===== src/hw/rtl/lcs_pkg.sv =====
// ============================================================================
// lcs_pkg
// Shared types and constants for the longest common substring engine.
// ============================================================================
package lcs_pkg;

   localparam int CMD_W  = 2;
   localparam int BYTE_W = 8;
   localparam int LEN_W  = 7;
   localparam int IDX_W  = 6;

   localparam logic [CMD_W-1:0] CMD_FIRST   = 2'd0;
   localparam logic [CMD_W-1:0] CMD_SECOND  = 2'd1;
   localparam logic [CMD_W-1:0] CMD_COMPUTE = 2'd2;

   // one table cell issued to the row datapath
   typedef struct packed {
      logic             valid;
      logic             first_row;
      logic             col_zero;
      logic [IDX_W-1:0] row;
      logic [IDX_W-1:0] col;
   } cell_type;

endpackage


===== src/hw/rtl/lcs_strings.sv =====
// ============================================================================
// lcs_strings
// The two string memories; one write and one registered read port each.
// ============================================================================
module lcs_strings #(
   parameter int MAX_LEN = 64,
   parameter int AW      = 6
) (
   input  logic                      clock,
   input  logic                      wr_en_a,
   input  logic                      wr_en_b,
   input  logic [AW-1:0]             wr_addr_a,
   input  logic [AW-1:0]             wr_addr_b,
   input  logic [lcs_pkg::BYTE_W-1:0] wr_data,
   input  logic [AW-1:0]             rd_addr_a,
   input  logic [AW-1:0]             rd_addr_b,
   output logic [lcs_pkg::BYTE_W-1:0] rd_data_a,
   output logic [lcs_pkg::BYTE_W-1:0] rd_data_b
);

   logic [lcs_pkg::BYTE_W-1:0] mem_a [MAX_LEN];
   logic [lcs_pkg::BYTE_W-1:0] mem_b [MAX_LEN];
   logic [lcs_pkg::BYTE_W-1:0] rd_a_ff;
   logic [lcs_pkg::BYTE_W-1:0] rd_b_ff;

   always_ff @(posedge clock) begin
      if (wr_en_a) begin
         mem_a[wr_addr_a] <= wr_data;
      end
      rd_a_ff <= mem_a[rd_addr_a];
   end

   always_ff @(posedge clock) begin
      if (wr_en_b) begin
         mem_b[wr_addr_b] <= wr_data;
      end
      rd_b_ff <= mem_b[rd_addr_b];
   end

   assign rd_data_a = rd_a_ff;
   assign rd_data_b = rd_b_ff;

endmodule


===== src/hw/rtl/lcs_dp.sv =====
// ============================================================================
// lcs_dp
// Match-length row memory with read-modify-write per cell and best-run
// tracking. An issued cell is held in p1_ff, then completed and written back.
// ============================================================================
module lcs_dp #(
   parameter int MAX_LEN = 64,
   parameter int AW      = 6
) (
   input  logic                       clock,
   input  logic                       reset,
   input  lcs_pkg::cell_type          issue,
   input  logic [lcs_pkg::BYTE_W-1:0] a_byte,
   input  logic [lcs_pkg::BYTE_W-1:0] b_byte,
   input  logic                       clear_best,
   output logic [lcs_pkg::LEN_W-1:0]  best_len,
   output logic [lcs_pkg::LEN_W-1:0]  best_end
);

   localparam int LW = lcs_pkg::LEN_W;

   logic [LW-1:0]     row_mem [MAX_LEN];
   logic [LW-1:0]     row_rd_ff;
   lcs_pkg::cell_type p1_ff;
   logic [LW-1:0]     diag_ff;
   logic [LW-1:0]     best_len_ff, best_len_in;
   logic [LW-1:0]     best_end_ff, best_end_in;

   logic [LW-1:0]     old_val;
   logic [LW-1:0]     diag_val;
   logic [LW-1:0]     cur_val;
   logic              hit;

   always_comb begin
      old_val     = p1_ff.first_row ? '0 : row_rd_ff;
      diag_val    = p1_ff.col_zero ? '0 : diag_ff;
      hit         = (a_byte == b_byte);
      cur_val     = hit ? LW'(diag_val + LW'(1)) : '0;
      best_len_in = best_len_ff;
      best_end_in = best_end_ff;
      if (clear_best) begin
         best_len_in = '0;
         best_end_in = '0;
      end else if (p1_ff.valid && hit && (cur_val > best_len_ff)) begin
         best_len_in = cur_val;
         best_end_in = LW'({1'b0, p1_ff.row} + LW'(1));
      end
   end

   always_ff @(posedge clock) begin
      row_rd_ff <= row_mem[issue.col[AW-1:0]];
      if (p1_ff.valid) begin
         row_mem[p1_ff.col[AW-1:0]] <= cur_val;
         diag_ff                    <= old_val;
      end
   end

   always_ff @(posedge clock) begin
      if (reset) begin
         p1_ff       <= '0;
         best_len_ff <= '0;
         best_end_ff <= '0;
      end else begin
         p1_ff       <= issue;
         best_len_ff <= best_len_in;
         best_end_ff <= best_end_in;
      end
   end

   assign best_len = best_len_ff;
   assign best_end = best_end_ff;

endmodule


===== src/hw/rtl/longest_common_substring.sv =====
// ============================================================================
// longest_common_substring
// Loads two byte strings, fills the match-length table row by row through a
// row memory, then returns the longest common substring byte by byte.
// ============================================================================
//  channel | ports                                    | direction
//  req     | req_valid req_ready req_cmd req_symbol   | in
//  rsp     | rsp_valid rsp_ready rsp_out_byte         | out
//          | rsp_match_len rsp_is_last rsp_none_found |
//          | rsp_overflowed                           |
//
//  Compute word: one table cell per cycle through the row memory, plus a
//  row-start state per row to fetch the first-string byte, plus a drain
//  state for the last cell.
//  Each result word: string memory read, load, hand-off.
//  req_ready is high only while no compute or emission is in progress.
//  Reset clears counts, overflow flag and state; string contents survive.
//  A stalled rsp word holds until taken.
// ============================================================================
module longest_common_substring #(
   parameter int MAX_LEN = 64
) (
   input  logic                              clock,
   input  logic                              reset,
   input  logic                              req_valid,
   output logic                              req_ready,
   input  logic [lcs_pkg::CMD_W-1:0]         req_cmd,
   input  logic [lcs_pkg::BYTE_W-1:0]        req_symbol,
   output logic                              rsp_valid,
   input  logic                              rsp_ready,
   output logic [lcs_pkg::BYTE_W-1:0]        rsp_out_byte,
   output logic [lcs_pkg::LEN_W-1:0]         rsp_match_len,
   output logic                              rsp_is_last,
   output logic                              rsp_none_found,
   output logic                              rsp_overflowed
);

   localparam int LW = lcs_pkg::LEN_W;
   localparam int IW = lcs_pkg::IDX_W;
   localparam int AW = (MAX_LEN > 1) ? $clog2(MAX_LEN) : 1;
   localparam logic [LW-1:0] MAX_CNT = LW'(MAX_LEN);

   typedef enum logic [5:0] {
      S_IDLE  = 6'b000001,
      S_ROW   = 6'b000010,
      S_CELL  = 6'b000100,
      S_DRAIN = 6'b001000,
      S_ERD   = 6'b010000,
      S_ELOAD = 6'b100000
   } state_type;

   state_type state_ff, state_in;
   logic              emit_ff, emit_in;
   logic [LW-1:0]     cnt_a_ff, cnt_a_in;
   logic [LW-1:0]     cnt_b_ff, cnt_b_in;
   logic              drop_ff, drop_in;
   logic [IW-1:0]     row_ff, row_in;
   logic [IW-1:0]     col_ff, col_in;
   logic [LW-1:0]     k_ff, k_in;

   logic                       rsp_valid_ff, rsp_valid_in;
   logic [lcs_pkg::BYTE_W-1:0] rsp_byte_ff, rsp_byte_in;
   logic [LW-1:0]              rsp_len_ff, rsp_len_in;
   logic                       rsp_last_ff, rsp_last_in;
   logic                       rsp_none_ff, rsp_none_in;
   logic                       rsp_ovf_ff, rsp_ovf_in;

   logic                       req_fire;
   logic                       wr_en_a, wr_en_b;
   logic [AW-1:0]              rd_addr_a;
   logic [lcs_pkg::BYTE_W-1:0] rd_data_a, rd_data_b;
   lcs_pkg::cell_type          issue;
   logic                       clear_best;
   logic [LW-1:0]              best_len, best_end;
   logic [LW-1:0]              emit_pos;
   logic                       row_last, col_last;

   assign req_ready = (state_ff == S_IDLE) && !emit_ff;
   assign req_fire  = req_valid && req_ready;
   assign emit_pos  = LW'(best_end - best_len + k_ff);
   assign row_last  = (LW'({1'b0, row_ff}) + LW'(1)) == cnt_a_ff;
   assign col_last  = (LW'({1'b0, col_ff}) + LW'(1)) == cnt_b_ff;

   assign wr_en_a = req_fire && (req_cmd == lcs_pkg::CMD_FIRST) && (cnt_a_ff < MAX_CNT);
   assign wr_en_b = req_fire && (req_cmd == lcs_pkg::CMD_SECOND) && (cnt_b_ff < MAX_CNT);
   assign clear_best = req_fire && (req_cmd == lcs_pkg::CMD_COMPUTE);

   always_comb begin
      rd_addr_a = row_ff[AW-1:0];
      if (state_ff == S_ERD || state_ff == S_ELOAD) begin
         rd_addr_a = emit_pos[AW-1:0];
      end
   end

   always_comb begin
      issue           = '0;
      issue.row       = row_ff;
      issue.col       = col_ff;
      issue.first_row = (row_ff == '0);
      issue.col_zero  = (col_ff == '0);
      issue.valid     = (state_ff == S_CELL);
   end

   always_comb begin
      state_in     = state_ff;
      emit_in      = emit_ff;
      cnt_a_in     = cnt_a_ff;
      cnt_b_in     = cnt_b_ff;
      drop_in      = drop_ff;
      row_in       = row_ff;
      col_in       = col_ff;
      k_in         = k_ff;
      rsp_valid_in = rsp_valid_ff;
      rsp_byte_in  = rsp_byte_ff;
      rsp_len_in   = rsp_len_ff;
      rsp_last_in  = rsp_last_ff;
      rsp_none_in  = rsp_none_ff;
      rsp_ovf_in   = rsp_ovf_ff;
      case (state_ff)
         S_IDLE: begin
            if (emit_ff) begin
               if (rsp_ready) begin
                  rsp_valid_in = 1'b0;
                  if (rsp_last_ff) begin
                     emit_in  = 1'b0;
                     cnt_a_in = '0;
                     cnt_b_in = '0;
                     drop_in  = 1'b0;
                  end else begin
                     k_in     = LW'(k_ff + LW'(1));
                     state_in = S_ERD;
                  end
               end
            end else if (req_fire) begin
               case (req_cmd)
                  lcs_pkg::CMD_FIRST: begin
                     if (cnt_a_ff < MAX_CNT) begin
                        cnt_a_in = LW'(cnt_a_ff + LW'(1));
                     end else begin
                        drop_in = 1'b1;
                     end
                  end
                  lcs_pkg::CMD_SECOND: begin
                     if (cnt_b_ff < MAX_CNT) begin
                        cnt_b_in = LW'(cnt_b_ff + LW'(1));
                     end else begin
                        drop_in = 1'b1;
                     end
                  end
                  lcs_pkg::CMD_COMPUTE: begin
                     row_in = '0;
                     col_in = '0;
                     k_in   = '0;
                     emit_in = 1'b1;
                     if (cnt_a_ff == '0 || cnt_b_ff == '0) begin
                        state_in = S_DRAIN;
                     end else begin
                        state_in = S_ROW;
                     end
                  end
                  default: begin
                  end
               endcase
            end
         end
         S_ROW: begin
            col_in   = '0;
            state_in = S_CELL;
         end
         S_CELL: begin
            if (col_last) begin
               if (row_last) begin
                  state_in = S_DRAIN;
               end else begin
                  row_in   = IW'(row_ff + IW'(1));
                  state_in = S_ROW;
               end
            end else begin
               col_in = IW'(col_ff + IW'(1));
            end
         end
         S_DRAIN: begin
            state_in = S_ERD;
         end
         S_ERD: begin
            state_in = S_ELOAD;
         end
         S_ELOAD: begin
            rsp_valid_in = 1'b1;
            rsp_ovf_in   = drop_ff;
            rsp_len_in   = best_len;
            if (best_len == '0) begin
               rsp_byte_in = '0;
               rsp_last_in = 1'b1;
               rsp_none_in = 1'b1;
            end else begin
               rsp_byte_in = rd_data_a;
               rsp_last_in = (LW'(k_ff + LW'(1)) == best_len);
               rsp_none_in = 1'b0;
            end
            state_in = S_IDLE;
         end
         default: begin
            state_in = S_IDLE;
         end
      endcase
   end

   always_ff @(posedge clock) begin
      if (reset) begin
         state_ff     <= S_IDLE;
         emit_ff      <= 1'b0;
         cnt_a_ff     <= '0;
         cnt_b_ff     <= '0;
         drop_ff      <= 1'b0;
         row_ff       <= '0;
         col_ff       <= '0;
         k_ff         <= '0;
         rsp_valid_ff <= 1'b0;
      end else begin
         state_ff     <= state_in;
         emit_ff      <= emit_in;
         cnt_a_ff     <= cnt_a_in;
         cnt_b_ff     <= cnt_b_in;
         drop_ff      <= drop_in;
         row_ff       <= row_in;
         col_ff       <= col_in;
         k_ff         <= k_in;
         rsp_valid_ff <= rsp_valid_in;
      end
   end

   always_ff @(posedge clock) begin
      rsp_byte_ff <= rsp_byte_in;
      rsp_len_ff  <= rsp_len_in;
      rsp_last_ff <= rsp_last_in;
      rsp_none_ff <= rsp_none_in;
      rsp_ovf_ff  <= rsp_ovf_in;
   end

   lcs_strings #(
      .MAX_LEN (MAX_LEN),
      .AW      (AW)
   ) u_strings (
      .clock     (clock),
      .wr_en_a   (wr_en_a),
      .wr_en_b   (wr_en_b),
      .wr_addr_a (cnt_a_ff[AW-1:0]),
      .wr_addr_b (cnt_b_ff[AW-1:0]),
      .wr_data   (req_symbol),
      .rd_addr_a (rd_addr_a),
      .rd_addr_b (col_ff[AW-1:0]),
      .rd_data_a (rd_data_a),
      .rd_data_b (rd_data_b)
   );

   lcs_dp #(
      .MAX_LEN (MAX_LEN),
      .AW      (AW)
   ) u_dp (
      .clock      (clock),
      .reset      (reset),
      .issue      (issue),
      .a_byte     (rd_data_a),
      .b_byte     (rd_data_b),
      .clear_best (clear_best),
      .best_len   (best_len),
      .best_end   (best_end)
   );

   assign rsp_valid      = rsp_valid_ff;
   assign rsp_out_byte   = rsp_byte_ff;
   assign rsp_match_len  = rsp_len_ff;
   assign rsp_is_last    = rsp_last_ff;
   assign rsp_none_found = rsp_none_ff;
   assign rsp_overflowed = rsp_ovf_ff;

endmodule


===== config.mk =====
export PLATFORM = sky130hd
export DESIGN_NAME = longest_common_substring
export DESIGN_NICKNAME = d
export VERILOG_FILES = /design/src/hw/rtl/lcs_pkg.sv /design/src/hw/rtl/lcs_strings.sv /design/src/hw/rtl/lcs_dp.sv /design/src/hw/rtl/longest_common_substring.sv
export SDC_FILE = /design/constraint.sdc
export NUM_CORES = 2
export LEC_CHECK = 0
export BUFFER_PORTS_ARGS = -buffer_cell sky130_fd_sc_hd__buf_2
export CORE_MARGIN = 2
export CORE_UTILIZATION = 58
export DETAILED_ROUTE_END_ITERATION = 10
export HOLD_SLACK_MARGIN = 0.06
export PLACE_DENSITY = 0.79
export SYNTH_ARGS = -nofsm -noshare
export SYNTH_HDL_FRONTEND = slang
export SYNTH_HIERARCHICAL = 1
export SYNTH_SLANG_ARGS = --single-unit

===== constraint.sdc =====
create_clock -name clock -period 7.34 [get_ports clock]
set_input_delay 1.835 -clock clock [delete_from_list [all_inputs] [get_ports clock]]
set_output_delay 1.835 -clock clock [all_outputs]
set_load 0.005 [all_outputs]

# Word-level counts from Yosys, hierarchy flattened
# Memories as Yosys holds them, arrays and structs flattened. A register that Yosys moved wholly into a read port is not among the register bits.
# Index checks and enable logic that the tools add are counted.
[classes]
mul = 0
n_reduce_logical = 37
n_addsub = 11
n_eq_ne = 29
div_mod_pow = 0
n_bitwise = 0
order_cmp = 3
muxes = 57
shifts = 0
[ops]
columns = ["cell", "count"]
rows = [
  ["$mux W7", 17],
  ["$mux W6", 13],
  ["$pmux W6 S5", 1],
  ["$add A7 B1 Y7 const B", 4],
  ["$eq A7 B7 Y1", 3],
  ["$logic_not A7 Y1", 3],
  ["$mux W1", 20],
  ["$add A6 B1 Y6 const B", 3],
  ["$ne A2 B2 Y1 const B", 9],
  ["$pmux W6 S3", 1],
  ["$reduce_and A6 Y1", 3],
  ["$reduce_bool A2 Y1", 8],
  ["$ne A3 B3 Y1 const B", 5],
  ["$reduce_and A5 Y1", 3],
  ["$add A6 B1 Y7 const B", 2],
  ["$lt A7 B7 Y1 const B", 2],
  ["$logic_not A6 Y1", 2],
  ["$pmux W6 S2", 1],
  ["$logic_and A1 B1 Y1", 9],
  ["$eq A8 B8 Y1", 1],
  ["$mux W4", 2],
  ["$gt A7 B7 Y1", 1],
  ["$reduce_and A7 Y1", 1],
  ["$add A6 B6 Y6", 1],
  ["other kinds (18)", 22],
]
[totals]
latchBits = 0
output_inout_bits = 20
input_bits = 14
wordCells = 162
mem_count = 3
rom_bits = 0
ram_bits = 1472
register_bits = 95
[mem_list]
columns = ["name", "depth", "word_bits", "read_ports", "rd_clocked_by_memory_dff", "write_ports", "line", "source"]
rows = [
  ["u_strings.mem_a", 64, 8, 1, 1, 1, "lcs_strings.sv:21", "logic [lcs_pkg::BYTE_W-1:0] mem_a [MAX_LEN];"],
  ["u_strings.mem_b", 64, 8, 1, 1, 1, "lcs_strings.sv:22", "logic [lcs_pkg::BYTE_W-1:0] mem_b [MAX_LEN];"],
  ["u_dp.row_mem", 64, 7, 1, 1, 1, "lcs_dp.sv:22", "logic [LW-1:0] row_mem [MAX_LEN];"],
]

# Depth between registers and ports, before layout
[logic_depth]
depth_word = 7
mapped_depth = 19
mapped_depth_nobuf = 16

# Hierarchy
# Netlist, hierarchy kept.
[by_module_without_submodules]
columns = ["mod", "seq_area_each_um2", "area_each_um2", "n_inst", "cells_per_inst"]
rows = [
  ["lcs_strings", 31069.8, 40307.4, 1, 1854],
  ["lcs_dp", 14383.8, 19339.8, 1, 1055],
  ["longest_common_substring", 1381.3, 3767.4, 1, 419],
]

# Worst setup path after synthesis
# No wires, ideal clock.
[synth_path]
path_kind = "reg2reg"
start = "register u_dp/p1_ff[12] (netlist name)"
end = "register u_dp.best_len_ff[0] (netlist: u_dp/best_len[0])"
slack_ps = 880
period_less_slack_ps = 6460
path_stages_with_launch = 15
setup_time_ps = 128
required_time_ps = 7212
n_path_buf = 2
arrival_ps = 6332
cell_sequence = "dfxtp_1 clkbuf_1 nand2b_1 inv_1 ha_1 nand3_1 xor2_1 nor4_1 ha_1 a21oi_1 o21ai_0 o21ai_2 buf_4 mux2i_1 nor2_1"
[synth_via]
elab_chain_cells = 5
[synth_lines]
columns = ["element", "line", "source"]
rows = [
  ["start: declaration", "lcs_dp.sv:24", "lcs_pkg::cell_type p1_ff;"],
  ["start signal: assignment", "lcs_dp.sv:64", "p1_ff <= issue;"],
  ["$mux W7", "lcs_dp.sv:36", "diag_val = p1_ff.col_zero ? '0 : diag_ff;"],
  ["$add A7 B1 Y7", "lcs_dp.sv:38", "cur_val = hit ? LW'(diag_val + LW'(1)) : '0;"],
  ["$mux W7", "lcs_dp.sv:38", ""],
  ["via u_dp.cur_val[6]", "lcs_dp.sv:31", "logic [LW-1:0] cur_val;"],
  ["$gt A7 B7 Y1", "lcs_dp.sv:44", "end else if (p1_ff.valid && hit && (cur_val > best_len_ff)) begin"],
  ["$logic_and A1 B1 Y1", "lcs_dp.sv:44", ""],
  ["end signal: assignment", "lcs_dp.sv:65", "best_len_ff <= best_len_in;"],
  ["end: declaration", "lcs_dp.sv:26", "logic [LW-1:0] best_len_ff, best_len_in;"],
]
# The timed path passes the listed nets, and every way through them passes these cells.
# A chain may end at the register's enable or synchronous reset.

# Final worst setup path
[layout_path]
start = "register state_ff[0]"
end = "memory u_strings/mem_a[55][3] (netlist name) (enable)"
[layout_via]
elab_chain_cells = 7
[layout_lines]
columns = ["element", "line", "source"]
rows = [
  ["start: declaration", "longest_common_substring.sv:52", "state_type state_ff, state_in;"],
  ["start signal: assignment", "longest_common_substring.sv:221", "state_ff <= state_in;"],
  ["$eq A6 B1 Y1", "longest_common_substring.sv:78", "assign req_ready = (state_ff == S_IDLE) && !emit_ff;"],
  ["$logic_and A1 B1 Y1", "longest_common_substring.sv:78", ""],
  ["$logic_and A1 B1 Y1", "longest_common_substring.sv:79", "assign req_fire = req_valid && req_ready;"],
  ["$logic_and A1 B1 Y1 (2 in series)", "longest_common_substring.sv:84", "assign wr_en_a = req_fire && (req_cmd == lcs_pkg::CMD_FIRST) && (cnt_a_ff < MAX_CNT);"],
  ["via wr_en_a", "longest_common_substring.sv:69", "logic wr_en_a, wr_en_b;"],
  ["$mux W1", "lcs_strings.sv:27", "if (wr_en_a) begin"],
  ["$mux W1 (not written as such)", "lcs_strings.sv:28", "mem_a[wr_addr_a] <= wr_data;"],
  ["end: declaration", "lcs_strings.sv:21", ""],
]
# The timed path passes the listed nets, and every way through them passes these cells.

==> results by group <==
Status
  – Status: complete, no violations

CTS
  – Clk_lat worst skew: around 0.77 ns
  – Clk Tree Root Cell: clkbuf_16
  – Htree depth: 4
  – TritonCTS Buffers: ~150
  – Clk slew on worst S/H paths: around 0.06 ns
  – Post-CTS Setup Inserts: 0
  – Post-CTS Resized: 0
  – CTS tree: yes
  – Worst-case clock buffer depth: 3
  – Num Clock Sinks: between 1500 and 2000
  – Hold buffer count at CTS: 0

Placement
  – DP Worst Slack: 2.006 ns
  – I/O Buffers: 33
  – DP Wirelength: about 86000 µm
  – Post-Place Cells: between 4000 and 5000
  – GPL Wtd Cong: 0.8554

Timing
  – Worst-Margin Slew: approximately 1.2 ns
  – Period utilisation layout: 71.42%
  – Final hold viol count: 0
  – Fmax: between 150 and 200 MHz
  – Final Max Slew Viols: 0
  – Unrepaired setup endpoints after global routing: no
  – Post-Route Skew: 0.03409 ns
  – Fin worst setup slack: about 2.1 ns
  – Minimum clock period: between 5 and 6 ns
  – Setup violations, final: 0
  – Slew margin rel.: 16.74%
  – TNS Setup: 0 ns

Route
  – 1st-iter DRT viols: 4882
  – Final routed DRC violation total: 0
  – DR WL/cell: just under 30 µm
  – Antenna Nets Post-Route: 0
  – DRT Pass-1 Iters: 8
  – Via density: around 6.7
  – Vias: between 30000 and 40000
  – Drt total wl: 146900 µm

Power
  – Worst IR Drop VDD: between 0.2 and 0.3 mV
  – Total power: around 0.018 W
  – Leak: approximately 21 nW
  – Power per cell area: approximately 260 nW/µm²

Run
  – Max-cap violation count: 0

Floorplanning
  – Die W: about 330 µm
  – Die H: about 330 µm
  – Core area: approximately 110000 µm²
  – Initial core utilization: around 60%
  – Num ports: 34
  – Full die area: about 110000 µm²
  – Row Count: approximately 120

Critical path
  – Worst Path Required: roughly 7.7 ns
  – R2r setup slk: between 2 and 2.5 ns
  – Worst setup SP type: flop
  – Worst path depth: 6
  – Crit path max fanout: 8
  – FF-to-FF Start: state_ff[0]
  – WP buf/inv: 0
  – Crit-path slowest cell: nand4_1
  – R2r endpoint: u_strings/mem_a[55][3]
  – CP delay by family, top: simple AND/OR/NAND/NOR gates
  – CP Class: reg2reg
  – CP Capture Type: flop
  – CP peak stage delay: about 1.0 ns
  – CP arrival: ~5.6 ns
  – Worst-path cell chain: or3b_4, or4_1, nor2_2, nor4b_1, nand4_1, nor2_1
  – R2R depth: 6

Layout
  – Final non-filler cell total: around 4900
  – # nets final: roughly 3400
  – Area delta synth->final: 10.36%
  – FF/Latch Area: roughly 47000 µm²
  – Area taken by multi-input logic gates: about 15000 µm²
  – Fin util: between 60 and 70%
  – Fill cell count: 6879
  – Layout cells sized above 1: 20.25%

Min path
  – HP Class: reg2reg
  – Hold wc startpoint: drop_ff
  – Min-Delay Endpoint: rsp_overflowed
  – Hold Path Stages: 0

Global route
  – Remaining global-route overflow: 0
  – First-pass GRT wire length: approximately 220000 µm
  – Maximum number of pins on one net before global-route repair: ~120
  – Antenna violations before repair: 8
  – Total Routing Usage GR: a little over a quarter
  – Vias in the first global route: around 32000

Yosys
  – Syn. warnings: 6
  – Mapped Area: approximately 63000 µm²
  – Mapped Nets: ~3400
  – Cells after Synth: between 3000 and 4000
  – Syn_area_per_cell: approximately 19 µm²
==> worst register-to-register path, cell delays in order (launching register included) <==
cell,delay (ns)
dfxtp_1,0.41
or3b_4,0.44
or4_1,0.66
nor2_2,0.28
nor4b_1,1.01
nand4_1,1.05
nor2_1,1.01
==> stage by stage <==
step           cell area, µm²  hold WS (ns)
6_report                69940        0.4580
2_1_floorplan           63380        0.4090
3_3_place_gp            64760        0.4243
3_5_place_dp            64760        0.4293
4_1_cts                 69940        0.4663
5_1_grt                 69940        0.4781
==> routing by layer <==
| layer | wire length [µm] | up-vias | track usage (%) | part of all wire, % |
|---|---|---|---|---|
| met5 | 37 | - | 0 | 0.025 |
| met4 | 4497 | 6 | 8.606 | 3.1 |
| met3 | 16630 | 317 | 5.690 | 11 |
| met2 | 69050 | 2243 | 40.62 | 47 |
| met1 | 56690 | 16950 | 38.75 | 39 |
| li1 | - | 13590 | - | - |
==> state kept, by name, indices dropped and copies added (netlist names), 6 cells and up <==
register and cells:
cnt_a_ff 7, cnt_b_ff 7, col_ff 6, k_ff 7, row_ff 6, rsp_match_len 7, rsp_out_byte 8, state_ff 6
u_dp/best_end 6, u_dp/best_len 7, u_dp/diag_ff 7, u_dp/p1_ff 15, u_dp/row_mem 448, u_dp/row_rd_ff 7, u_strings/mem_a 512, u_strings/mem_b 512
u_strings/rd_data_a 8, u_strings/rd_data_b 8
==> cell usage in the layout (no fill, tap or decap), types with 24 or more instances in the layout <==
| cell type | instances |
|---|---|
| a21oi_1 | 64 |
| buf_2 | 25 |
| buf_4 | 47 |
| clkbuf_1 | 28 |
| clkbuf_16 | 155 |
| clkinv_1 | 25 |
| clkinv_2 | 26 |
| dfxtp_1 | 88 |
| edfxtp_1 | 1497 |
| ha_1 | 24 |
| inv_1 | 51 |
| mux2i_1 | 108 |
| mux4_2 | 334 |
| nand2_1 | 97 |
| nand2b_1 | 30 |
| nand3_1 | 61 |
| nor2_1 | 239 |
| nor2b_1 | 64 |
| o21ai_0 | 39 |
| o22ai_1 | 31 |
| xnor2_1 | 34 |
| xor2_1 | 31 |
==> layout make-up <==
class / instances / share of cell area (%)
sequential: 1590 / 66.95
tap: 1414 / 2.529
antenna: 3 / 0.01073
multi-input combinational: 1508 / 22.08
clock buffer: 185 / 5.735
clock inverter: 100 / 1.664
timing repair buffer: 74 / 0.7406
inverter: 54 / 0.2898
==> where the power goes <==
group | leakage (nW) | switching [W] | internal, W | total (W)
combinational | 4.47 | 0.000288 | 0.0000933 | 0.000381
clock | 2.50 | 0.00341 | 0.00465 | 0.00806
sequential | 14.3 | 0.0000375 | 0.00989 | 0.00993
==> worst max path at each step <==
stage / startpoint / endpoint / slack (ns)
2_1_floorplan: u_dp/p1_ff[12] / u_dp/best_len[0] / 0.90
3_3_place_gp: req_cmd[0] / u_strings/mem_a[47][1] / 2.14
3_5_place_dp: req_cmd[0] / u_strings/mem_a[55][7] / 2.01
4_1_cts: state_ff[0] / u_strings/mem_a[55][0] / 2.35
5_1_grt: state_ff[0] / u_strings/mem_a[55][3] / 2.03
6_report: state_ff[0] / u_strings/mem_a[55][3] / 2.10
(Power assumes the default switching activity.)
